--- src/rtl/core/dtoi_pkg.sv ---
// dtoi_pkg: token codes, token and queue status types for the decimal text parser
// shared by the front classifier, the token queue and the back parser
// no dependencies
package dtoi_pkg;

    // character classes produced by the front end
    localparam int TOK_KIND_W = 3;
    localparam logic [TOK_KIND_W-1:0] TK_DIGIT = 3'd0;
    localparam logic [TOK_KIND_W-1:0] TK_SPACE = 3'd1;
    localparam logic [TOK_KIND_W-1:0] TK_PLUS  = 3'd2;
    localparam logic [TOK_KIND_W-1:0] TK_MINUS = 3'd3;
    localparam logic [TOK_KIND_W-1:0] TK_END   = 3'd4;
    localparam logic [TOK_KIND_W-1:0] TK_OTHER = 3'd5;

    localparam int CHAR_W  = 8;
    localparam int DIGIT_W = 4;
    localparam int OUT_W   = 32;

    // queue depth must be a power of two so the pointers wrap by themselves
    localparam int QUEUE_DEPTH = 2;
    localparam int QUEUE_PTR_W = $clog2(QUEUE_DEPTH);

    typedef struct packed {
        logic [TOK_KIND_W-1:0] kind;
        logic [DIGIT_W-1:0]    digit;
    } t_tok;

    typedef struct packed {
        logic full;
        logic empty;
    } t_q_stat;

endpackage

--- src/rtl/core/decimal_text_to_int32.sv ---
// decimal_text_to_int32: top level of the decimal text to signed integer parser
// depends on dtoi_pkg, dtoi_front, dtoi_queue and dtoi_back
//
// One character enters per item on the slave stream; a zero character ends the
// string and yields one result item on the master stream: tuser carries the
// success flag, tdata the signed value (zero on failure). Accepted form is
// optional leading whitespace, an optional sign and one or more digits with
// nothing after them; an empty string gives success with 0. The block takes one
// character every cycle while the queue has room: the classifier feeds a two-entry
// token queue and the parser retires one token per cycle with a shift-and-add
// accumulate unless a terminator waits on a held result; a held result stalls only
// the parser, and a terminator passes the token queue, then the result register.
module decimal_text_to_int32 #(
    parameter int VALUE_BITS = 32
) (
    input  logic        i_clk,
    input  logic        i_rst_n,
    input  logic        s_axis_tvalid,
    output logic        s_axis_tready,
    input  logic [7:0]  s_axis_tdata,   // [7:0] text_char
    output logic        m_axis_tvalid,
    input  logic        m_axis_tready,
    output logic [31:0] m_axis_tdata,   // [31:0] parsed_value
    output logic [0:0]  m_axis_tuser    // [0] parse_ok
);
    import dtoi_pkg::*;

    t_tok    w_front_tok, w_q_tok;
    t_q_stat w_q_stat;
    logic    w_push, w_pop, w_res_ok;

    dtoi_front u_front (
        .i_valid  (s_axis_tvalid),
        .o_ready  (s_axis_tready),
        .i_char   (s_axis_tdata),
        .i_q_stat (w_q_stat),
        .o_push   (w_push),
        .o_tok    (w_front_tok)
    );

    dtoi_queue u_queue (
        .i_clk   (i_clk),
        .i_rst_n (i_rst_n),
        .i_push  (w_push),
        .i_tok   (w_front_tok),
        .i_pop   (w_pop),
        .o_tok   (w_q_tok),
        .o_stat  (w_q_stat)
    );

    dtoi_back #(
        .VALUE_BITS (VALUE_BITS)
    ) u_back (
        .i_clk       (i_clk),
        .i_rst_n     (i_rst_n),
        .i_tok_valid (!w_q_stat.empty),
        .i_tok       (w_q_tok),
        .o_pop       (w_pop),
        .o_res_valid (m_axis_tvalid),
        .i_res_ready (m_axis_tready),
        .o_res_ok    (w_res_ok),
        .o_res_value (m_axis_tdata)
    );

    assign m_axis_tuser = w_res_ok;

    // a failed parse never reports a value
    a_fail_zero: assert property (@(posedge i_clk) disable iff (!i_rst_n)
        (m_axis_tvalid && !m_axis_tuser[0]) |-> (m_axis_tdata == '0))
        else $error("failed parse with nonzero value");

    // the parser only takes tokens that are present
    a_pop_nonempty: assert property (@(posedge i_clk) disable iff (!i_rst_n)
        w_pop |-> !w_q_stat.empty)
        else $error("token pop from empty queue");

    // a new result only appears after a terminator was retired
    a_res_from_end: assert property (@(posedge i_clk) disable iff (!i_rst_n)
        (m_axis_tvalid && !$past(m_axis_tvalid)) |-> $past(w_pop && w_q_tok.kind == TK_END))
        else $error("result without terminator");

endmodule

--- src/rtl/core/dtoi_front.sv ---
// dtoi_front: accepts characters and sorts them into tokens for the queue
// depends on dtoi_pkg
module dtoi_front (
    input  logic                       i_valid,
    output logic                       o_ready,
    input  logic [dtoi_pkg::CHAR_W-1:0] i_char,
    input  dtoi_pkg::t_q_stat          i_q_stat,
    output logic                       o_push,
    output dtoi_pkg::t_tok             o_tok
);
    import dtoi_pkg::*;

    logic [CHAR_W-1:0] w_digit_full;

    assign o_ready      = !i_q_stat.full;
    assign o_push       = i_valid && !i_q_stat.full;
    assign w_digit_full = i_char - CHAR_W'(8'h30);

    always_comb begin
        o_tok.digit = w_digit_full[DIGIT_W-1:0];
        priority if (i_char == CHAR_W'(0)) begin
            o_tok.kind = TK_END;
        end else if (i_char >= CHAR_W'(8'h30) && i_char <= CHAR_W'(8'h39)) begin
            o_tok.kind = TK_DIGIT;
        end else if (i_char == CHAR_W'(8'h20) ||
                     (i_char >= CHAR_W'(8'h09) && i_char <= CHAR_W'(8'h0d))) begin
            o_tok.kind = TK_SPACE;
        end else if (i_char == CHAR_W'(8'h2b)) begin
            o_tok.kind = TK_PLUS;
        end else if (i_char == CHAR_W'(8'h2d)) begin
            o_tok.kind = TK_MINUS;
        end else begin
            o_tok.kind = TK_OTHER;
        end
    end

endmodule

--- src/rtl/core/dtoi_queue.sv ---
// dtoi_queue: short token queue between the front classifier and the back parser
// depends on dtoi_pkg
module dtoi_queue (
    input  logic               i_clk,
    input  logic               i_rst_n,
    input  logic               i_push,
    input  dtoi_pkg::t_tok     i_tok,
    input  logic               i_pop,
    output dtoi_pkg::t_tok     o_tok,
    output dtoi_pkg::t_q_stat  o_stat
);
    import dtoi_pkg::*;

    t_tok                   r_mem [QUEUE_DEPTH];
    logic [QUEUE_PTR_W-1:0] r_wr_ptr, n_wr_ptr;
    logic [QUEUE_PTR_W-1:0] r_rd_ptr, n_rd_ptr;
    logic [QUEUE_PTR_W:0]   r_count, n_count;
    logic                   w_push, w_pop;

    assign o_stat.full  = (r_count == (QUEUE_PTR_W+1)'(QUEUE_DEPTH));
    assign o_stat.empty = (r_count == '0);
    assign w_push       = i_push && !o_stat.full;
    assign w_pop        = i_pop && !o_stat.empty;
    assign o_tok        = r_mem[r_rd_ptr];

    always_comb begin
        n_wr_ptr = w_push ? r_wr_ptr + 1'b1 : r_wr_ptr;
        n_rd_ptr = w_pop ? r_rd_ptr + 1'b1 : r_rd_ptr;
        n_count  = r_count + (QUEUE_PTR_W+1)'(w_push) - (QUEUE_PTR_W+1)'(w_pop);
    end

    always_ff @(posedge i_clk) begin
        if (!i_rst_n) begin
            r_wr_ptr <= '0;
            r_rd_ptr <= '0;
            r_count  <= '0;
        end else begin
            r_wr_ptr <= n_wr_ptr;
            r_rd_ptr <= n_rd_ptr;
            r_count  <= n_count;
        end
    end

    always_ff @(posedge i_clk) begin
        if (w_push) begin
            r_mem[r_wr_ptr] <= i_tok;
        end
    end

endmodule

--- src/rtl/core/dtoi_back.sv ---
// dtoi_back: parse state, digit accumulate with saturation and the result register
// depends on dtoi_pkg
module dtoi_back #(
    parameter int VALUE_BITS = 32
) (
    input  logic                       i_clk,
    input  logic                       i_rst_n,
    input  logic                       i_tok_valid,
    input  dtoi_pkg::t_tok             i_tok,
    output logic                       o_pop,
    output logic                       o_res_valid,
    input  logic                       i_res_ready,
    output logic                       o_res_ok,
    output logic [dtoi_pkg::OUT_W-1:0] o_res_value
);
    import dtoi_pkg::*;

    localparam int PROD_W = VALUE_BITS + 4;
    localparam int EXT_W  = (VALUE_BITS > OUT_W) ? VALUE_BITS : OUT_W;
    localparam logic [VALUE_BITS-1:0] HALF = {1'b1, {(VALUE_BITS-1){1'b0}}};

    localparam logic [2:0] PH_START  = 3'd0;
    localparam logic [2:0] PH_SPACE  = 3'd1;
    localparam logic [2:0] PH_SIGN   = 3'd2;
    localparam logic [2:0] PH_DIGITS = 3'd3;
    localparam logic [2:0] PH_BAD    = 3'd4;

    logic [2:0]            r_phase, n_phase;
    logic                  r_neg, n_neg;
    logic [VALUE_BITS-1:0] r_mag, n_mag;
    logic                  r_ovf, n_ovf;
    logic                  r_out_valid, n_out_valid;
    logic                  r_ok;
    logic [OUT_W-1:0]      r_val;

    logic [VALUE_BITS-1:0] w_lim;
    logic [PROD_W-1:0]     w_prod;
    logic                  w_over;
    logic [EXT_W-1:0]      w_mag_ext, w_mag_neg;
    logic                  w_end_ok;
    logic [OUT_W-1:0]      w_end_val;
    logic                  w_is_end;

    assign w_is_end = (i_tok.kind == TK_END);
    // an end token needs a free result slot, anything else just updates state
    assign o_pop    = i_tok_valid && (!w_is_end || !r_out_valid || i_res_ready);

    // m*10 + d > lim is the same test as m > (lim - d) / 10
    assign w_lim  = r_neg ? HALF : HALF - 1'b1;
    assign w_prod = (PROD_W'(r_mag) << 3) + (PROD_W'(r_mag) << 1) + PROD_W'(i_tok.digit);
    assign w_over = r_ovf || (w_prod > PROD_W'(w_lim));

    assign w_mag_ext = EXT_W'(r_mag);
    assign w_mag_neg = -w_mag_ext;
    assign w_end_ok  = (r_phase == PH_START) || (r_phase == PH_DIGITS && !r_ovf);
    assign w_end_val = !(r_phase == PH_DIGITS && !r_ovf) ? '0 :
                       r_neg ? w_mag_neg[OUT_W-1:0] : w_mag_ext[OUT_W-1:0];

    always_comb begin
        n_phase     = r_phase;
        n_neg       = r_neg;
        n_mag       = r_mag;
        n_ovf       = r_ovf;
        n_out_valid = r_out_valid && !i_res_ready;
        if (o_pop) begin
            unique case (i_tok.kind)
                TK_END: begin
                    n_phase     = PH_START;
                    n_neg       = 1'b0;
                    n_mag       = '0;
                    n_ovf       = 1'b0;
                    n_out_valid = 1'b1;
                end
                TK_DIGIT: begin
                    if (r_phase == PH_BAD) begin
                        n_phase = PH_BAD;
                    end else begin
                        n_phase = PH_DIGITS;
                        n_ovf   = w_over;
                        n_mag   = w_over ? w_lim : w_prod[VALUE_BITS-1:0];
                    end
                end
                TK_SPACE: begin
                    n_phase = (r_phase == PH_START || r_phase == PH_SPACE) ? PH_SPACE : PH_BAD;
                end
                TK_PLUS, TK_MINUS: begin
                    if (r_phase == PH_START || r_phase == PH_SPACE) begin
                        n_phase = PH_SIGN;
                        n_neg   = (i_tok.kind == TK_MINUS);
                    end else begin
                        n_phase = PH_BAD;
                    end
                end
                default: begin
                    n_phase = PH_BAD;
                end
            endcase
        end
    end

    always_ff @(posedge i_clk) begin
        if (!i_rst_n) begin
            r_phase     <= PH_START;
            r_neg       <= 1'b0;
            r_mag       <= '0;
            r_ovf       <= 1'b0;
            r_out_valid <= 1'b0;
        end else begin
            r_phase     <= n_phase;
            r_neg       <= n_neg;
            r_mag       <= n_mag;
            r_ovf       <= n_ovf;
            r_out_valid <= n_out_valid;
        end
    end

    always_ff @(posedge i_clk) begin
        if (o_pop && w_is_end) begin
            r_ok  <= w_end_ok;
            r_val <= w_end_val;
        end
    end

    assign o_res_valid = r_out_valid;
    assign o_res_ok    = r_ok;
    assign o_res_value = r_val;

endmodule

--- config.mk ---
export PLATFORM = sky130hd
export DESIGN_NAME = decimal_text_to_int32
export DESIGN_NICKNAME = d
export VERILOG_FILES = /design/src/rtl/core/dtoi_pkg.sv /design/src/rtl/core/decimal_text_to_int32.sv /design/src/rtl/core/dtoi_front.sv /design/src/rtl/core/dtoi_queue.sv /design/src/rtl/core/dtoi_back.sv
export SDC_FILE = /design/constraint.sdc
export NUM_CORES = 1
export LEC_CHECK = 0
export BUFFER_PORTS_ARGS = -buffer_cell sky130_fd_sc_hd__buf_4
export CAP_MARGIN = 30
export CORE_MARGIN = 1
export CORE_UTILIZATION = 60
export DETAILED_ROUTE_END_ITERATION = 7
export PLACE_DENSITY = 0.79
export RECOVER_POWER = 25
export SYNTH_ARGS = -nofsm -noshare
export SYNTH_HDL_FRONTEND = slang
export SYNTH_SLANG_ARGS = --single-unit
--- constraint.sdc ---
create_clock -name i_clk -period 7.6 [get_ports i_clk]
set_input_delay 0.76 -clock i_clk [delete_from_list [all_inputs] [get_ports i_clk]]
set_output_delay 0.76 -clock i_clk [all_outputs]
set_load 0.02 [all_outputs]
# ---- Word level (Yosys, flattened, before mapping)
# Memory sizes are Yosys's and may differ from the RTL's. A register that Yosys moved wholly into a read port is not among the register bits.
# Index checks and enable logic that the tools add are counted.
dict set report totals {
  register_bits 75
  n_memories 1
  input_bits 12
  mem_bits_rw 14
  out_inout_bits 35
}
# name words width rd rd_ports_with_merged_regs wr line_no
set mem_list {}
lappend mem_list {u_queue.r_mem 2 7 1 1 1 dtoi_queue.sv:14} ;# t_tok r_mem [QUEUE_DEPTH];
dict set report op_classes {
  n_mux 24
  n_addsub 8
  n_eq_ne 13
  magnitude_cmp 5
  reduce_logical 30
}
# operator count
set ops {}
lappend ops {{$mux W32} 4}
lappend ops {{$pmux W32 S2} 1}
lappend ops {{$add A35 B33 Y36} 1}
lappend ops {{$add A36 B4 Y36} 1}
lappend ops {{$gt A36 B32 Y1} 1}
lappend ops {{$neg A32 Y32} 1}
lappend ops {{$eq A8 B6 Y1 const B} 3}
lappend ops {{$mux W3} 8}
lappend ops {{$pmux W3 S4} 1}
lappend ops {{$eq A3 B2 Y1 const B} 3}
lappend ops {{$logic_and A1 B1 Y1} 9}
lappend ops {{$ge A8 B4 Y1 const B} 1}
lappend ops {{$ge A8 B6 Y1 const B} 1}
lappend ops {{$le A8 B4 Y1 const B} 1}
lappend ops {{$le A8 B6 Y1 const B} 1}
lappend ops {{$logic_not A8 Y1} 1}
lappend ops {{$mux W1} 8}
lappend ops {{$eq A3 B1 Y1 const B} 2}
lappend ops {{$eq A3 B3 Y1 const B} 2}
lappend ops {{$logic_not A1 Y1} 6}
lappend ops {{$logic_not A3 Y1} 2}
lappend ops {{$logic_or A1 B1 Y1} 6}
lappend ops {{$reduce_and A3 Y1} 2}
lappend ops {{$pmux W1 S2} 2}
lappend ops {{10 further kinds} 12}

# ---- Logic depth before layout (Yosys ltp)
dict set report depth {
  word_depth 8
  depth_mapped 24
}

# ---- Modules after synthesis
# Synthesis repeated with hierarchy kept, for this count alone.
dict set report hier_totals {
  cells_unflattened 746
  area_unflattened_um2 7070.5
}
# module area_per_inst_um2 cells_per_inst n_inst
set by_module_without_submodules {}
lappend by_module_without_submodules {dtoi_back 6115.9 666 1}
lappend by_module_without_submodules {dtoi_queue 760.7 50 1}
lappend by_module_without_submodules {dtoi_front 190.2 29 1}
lappend by_module_without_submodules {decimal_text_to_int32 3.8 1 1}

# ---- Worst setup path before layout
# No wires, ideal clock.
dict set report synth_path {
  kind {register to register}
  start {register (tool-made name)}
  end {register u_back.r_mag[21]}
  arrival_time_ns 5.577
  path_stages_with_launch 24
  required_time_ns 7.478
  setup_slack_ns 1.901
  setup_time_ns 0.122
  cell_sequence {dfxtp_1 -> clkbuf_1 -> mux2_2 -> fa_1 -> fa_1 -> a211oi_1 -> o211ai_1 -> a32oi_1 -> nand2_1 -> a21boi_0 -> o2111ai_1 -> a21oi_1 -> xnor2_1 -> ha_1 -> nand2_1 -> or3_1 -> nor3_1 -> a21oi_1 -> o31ai_1 -> nand4_1 -> nor4b_2 -> nor3_1 -> clkbuf_1 -> a221o_1}
}
# element line_no
set synth_rtl {}
lappend synth_rtl {{to (signal assigned)} dtoi_back.sv:111} ;# r_mag <= n_mag;
lappend synth_rtl {{to (decl)} dtoi_back.sv:30} ;# logic [VALUE_BITS-1:0] r_mag, n_mag;

==> run summary <==
Prevailing post-synth register cell: sky130_fd_sc_hd__edfxtp_1. The worst setup path is of the flip-flop to flip-flop kind. The logs give 0.35 ns for the clock latency of the later-clocked register in the worst-skew pair and 7.15 ns for the critical path data arrival time. Counting distinct cell types in the post-synthesis netlist gives 62. Setup repair after global routing left no endpoint under its margin. The core area is 10980 sq um. The routed design could run at a clock period as short as 6.861 ns. Number of clock buffers inserted by TritonCTS: 9. The global route total overflow was 0; the reg2reg setup slack was 0.74 ns. The run gives 0 as the number of antenna violations at the first check in global routing. The synthesized netlist occupies a cell area of 6843 sq um. The number of setup violations in the final report was 0; the iteration-0 DRC count of the detailed router was 442. The global-route wire length before repair was 25.26 mm; the count of nets after finishing was 866. STA classifies the critical path startpoint as a flip-flop.

The run finished with clean final reports. The Yosys step of the flow raised 0 warnings. The run gives 90 as the number of clock sinks.

The non-filler instance count after layout was 899; the largest clock skew in the final design was 0.008276 ns. For the hold buffer count at cts, the log shows 0. The run gives 64 as the largest net degree at the start of global routing.

The run gives 5679 as the total number of vias. After clock tree synthesis, the setup repair step added 0 buffers. The area growth from synthesis to layout is 9.728%. The repair_antennas step left the layout with diodes totalling 0.

Summed over all layers, the routed wires come to 15.53 mm. In this run the tool buffered the top-level ports with 46 buffer cells. For the boundary pin count, the log shows 47. A synthesized cell averages 9.544 sq um. Final-layout setup total negative slack: 0 ns.

Share of synthesized registers carrying an async set or reset: 0. The count of flip-flops with a built-in enable after synthesis came out at 47. The worst-case clock buffer depth is 2, and the utilization after layout is 0.6836. The number of cells on the worst reg-to-reg path works out to 22. STA classifies the critical path endpoint as a flip-flop. After clock tree synthesis, the clock-pin slew on the worst setup and hold paths is 0.06 ns.

The endpoint required time on the critical path was 7.89 ns; the fraction of the cycle the final worst path needs was 0.9027. The detailed-routing iteration count for the pre-antenna-repair pass was 6. The tools report the final antenna-violating net count as 0. Leaving out fill and tap cells, the most frequent cells in the layout are sky130_fd_sc_hd__ha_1, sky130_fd_sc_hd__nor2_1, sky130_fd_sc_hd__a21oi_1. In this run, placement finished with an instance count of 883. The per-cell routed wire length came out at 17.28 um.

The logs give 829 for the net count after synthesis and 0 for the number of violations of the max-capacitance limit. The initial standard-cell utilization of the core is 0.6230, and the number of core rows is 38. The biggest fanout along the worst timing path is 20, and the number of pins with negative max-slew slack in the final report is 0.

The logs give 3 for the H-tree depth and 0.5251 ns for the final hold slack. Classification of the worst-slack hold path: flip-flop to flip-flop. The congestion estimate from routability-driven global placement came to 0.9165. The die boundary height works out to 108.8 um. The number of standard cells after synthesis was 717; the mean number of vias per cell was 6.317. The fraction of the yosys area taken by sequential cells was 0.3321; the power per standard cell area was 166.6 nW/um^2. The run gives 0 as the number of remaining DRC errors.

Summed over all cells, the static leakage comes to 0.003462 uW. In this run the critical register-to-register path is captured at u_back.r_mag[7]. TritonCTS built the clock tree. The overall die area came out at 11840 sq um. The final-report hold violation count is 0. The tools report the termination of the worst setup path as u_back.r_mag[7]. The run gives 5332 as the number of global-route vias before repair. The die span in x is 108.8 um. The startpoint identified for the worst hold timing path is u_back.r_ovf. For the relative max-transition margin, the log shows 0.4319. Measured slew at the worst slew-check pin: 0.8522 ns. Post-CTS repair changed the size of 0 cells. The run gives 0.2769 as the global router's overall resource usage. Half-perimeter wire length of the detailed placement result: 11.77 mm. The tree is rooted in a sky130_fd_sc_hd__clkbuf_16. The library cell used most frequently in the layout, excluding fill and tap cells, is sky130_fd_sc_hd__ha_1. The register bit total from synthesis is 90. The fraction of final layout cells with drive strength greater than 1 was 0.08959. Static timing analysis puts the maximum clock frequency at 0.1458 GHz. The tools report the worst voltage drop across the vdd grid as 0.2215 mV.
## through the flow
step	power [uW]	setup slack [ns]	instance area, sq um
after global routing	1313	0.2520	7508
after floorplan	783.4	1.901	6843
final	1251	0.7392	7508
after global placement	846.8	1.124	7316
after detailed placement	862.0	0.8965	7323
after CTS	1265	0.8468	7584
## cell type report
cell class	instances	area, sq um
Tap cell	140	175.2
Clock inverter	3	20.02
Inverter	18	67.56
Fill cell	866	3475
Multi-Input combinational cell	582	4409
Sequential cell	90	2273
Clock buffer	13	240.2
Timing Repair Buffer	53	322.8
## cells by family (layout without fill, tap and decap cells)
group	count (synthesis)	count (layout)	share of synthesized area
DFF	90	90	0.3321
AOI/OAI and AO/OA	214	214	0.2209
xor gates and xnor gates	61	61	0.07808
and+or+nand+nor	198	198	0.1443
buffers and inverters	45	87	0.02560
adders and majority gates	100	100	0.1850
muxes	9	9	0.01408
## routing by layer
layer / global-route usage / up-vias / part of all wire
met5: 0 / - / 0
met4: 0.1332 / 0 / 0.028
met3: 0.04603 / 27 / 0.045
met2: 0.4629 / 163 / 0.47
met1: 0.3464 / 2671 / 0.45
li1: - / 2818 / -
## cells in the mapped netlist, drive strengths merged (2+ instances only)
cell type	number	area (sq um)
a211o	3	26.28
a211oi	9	67.56
a21boi	6	45.05
a21o	16	120.1
a21oi	49	245.2
a221o	31	310.3
a221oi	2	17.52
a31o	2	17.52
a31oi	7	43.79
and2	10	62.56
and3	7	43.79
buf	6	28.77
clkbuf	21	78.83
dfxtp	43	860.8
edfxtp	47	1411
fa	2	40.04
ha	98	1226
inv	18	67.56
mux2	5	56.30
mux2i	4	40.04
nand2	44	165.2
nand2b	4	32.53
nand3	14	70.07
nand3b	2	15.01
nand4	13	81.33
nor2	59	221.5
nor2b	6	37.54
nor3	11	55.05
nor3b	2	15.01
nor4	3	18.77
o211a	3	30.03
o211ai	7	52.55
o21a	6	45.04
o21ai	38	190.2
o21bai	4	30.03
o22ai	3	18.77
o31ai	12	95.09
o41ai	8	85.08
or2	7	43.79
or3	6	37.54
or4	7	56.30
xnor2	21	183.9
xor2	40	350.3
## sequential cells by signal, summed over array words and instances, names as in the netlist, named ones only
name	flops
u_back.o_res_valid	1
u_queue.r_wr_ptr	1
u_queue.r_mem	14
u_back.r_neg	1
u_queue.r_rd_ptr	1
u_back.r_mag	32
u_back.o_res_value	32
u_back.r_ovf	1
u_queue.r_count	2
u_back.o_res_ok	1
u_back.r_phase	3
## how the worst min path moves through the flow
| stage | endpoint | slack, ns | cells past startpoint |
|---|---|---|---|
| 2_1_floorplan | u_back.r_ovf | 0.45 | 2 |
| 3_3_place_gp | u_back.r_ovf | 0.51 | 2 |
| 3_5_place_dp | u_back.r_ovf | 0.52 | 2 |
| 4_1_cts | u_back.r_ovf | 0.53 | 2 |
| 5_1_grt | u_back.r_ovf | 0.57 | 2 |
| 6_report | u_back.r_ovf | 0.53 | 2 |
## power breakdown
part	switching [uW]	internal (uW)
clock	185	222
sequential	29.9	558
combinational	153	104
## worst max-delay path, cell delays in order (launching register included)
cell	delay, ns
sky130_fd_sc_hd__dfxtp_1	0.56
sky130_fd_sc_hd__mux2_2	0.39
sky130_fd_sc_hd__fa_1	0.49
sky130_fd_sc_hd__fa_1	0.49
sky130_fd_sc_hd__a211oi_1	0.31
sky130_fd_sc_hd__o211ai_1	0.17
sky130_fd_sc_hd__a32oi_1	0.31
sky130_fd_sc_hd__nand2_1	0.15
sky130_fd_sc_hd__a21boi_0	0.43
sky130_fd_sc_hd__o2111ai_1	0.18
sky130_fd_sc_hd__a21oi_1	0.21
sky130_fd_sc_hd__xnor2_1	0.11
sky130_fd_sc_hd__ha_1	0.28
sky130_fd_sc_hd__nand2_1	0.05
sky130_fd_sc_hd__or3_1	0.40
sky130_fd_sc_hd__nor3_1	0.27
sky130_fd_sc_hd__a21oi_1	0.11
sky130_fd_sc_hd__o31ai_1	0.10
sky130_fd_sc_hd__nand4_1	0.13
sky130_fd_sc_hd__nor4b_2	0.48
sky130_fd_sc_hd__and2b_1	0.70
sky130_fd_sc_hd__buf_4	0.31
sky130_fd_sc_hd__a221o_1	0.16
(Power assumes the default switching activity.)
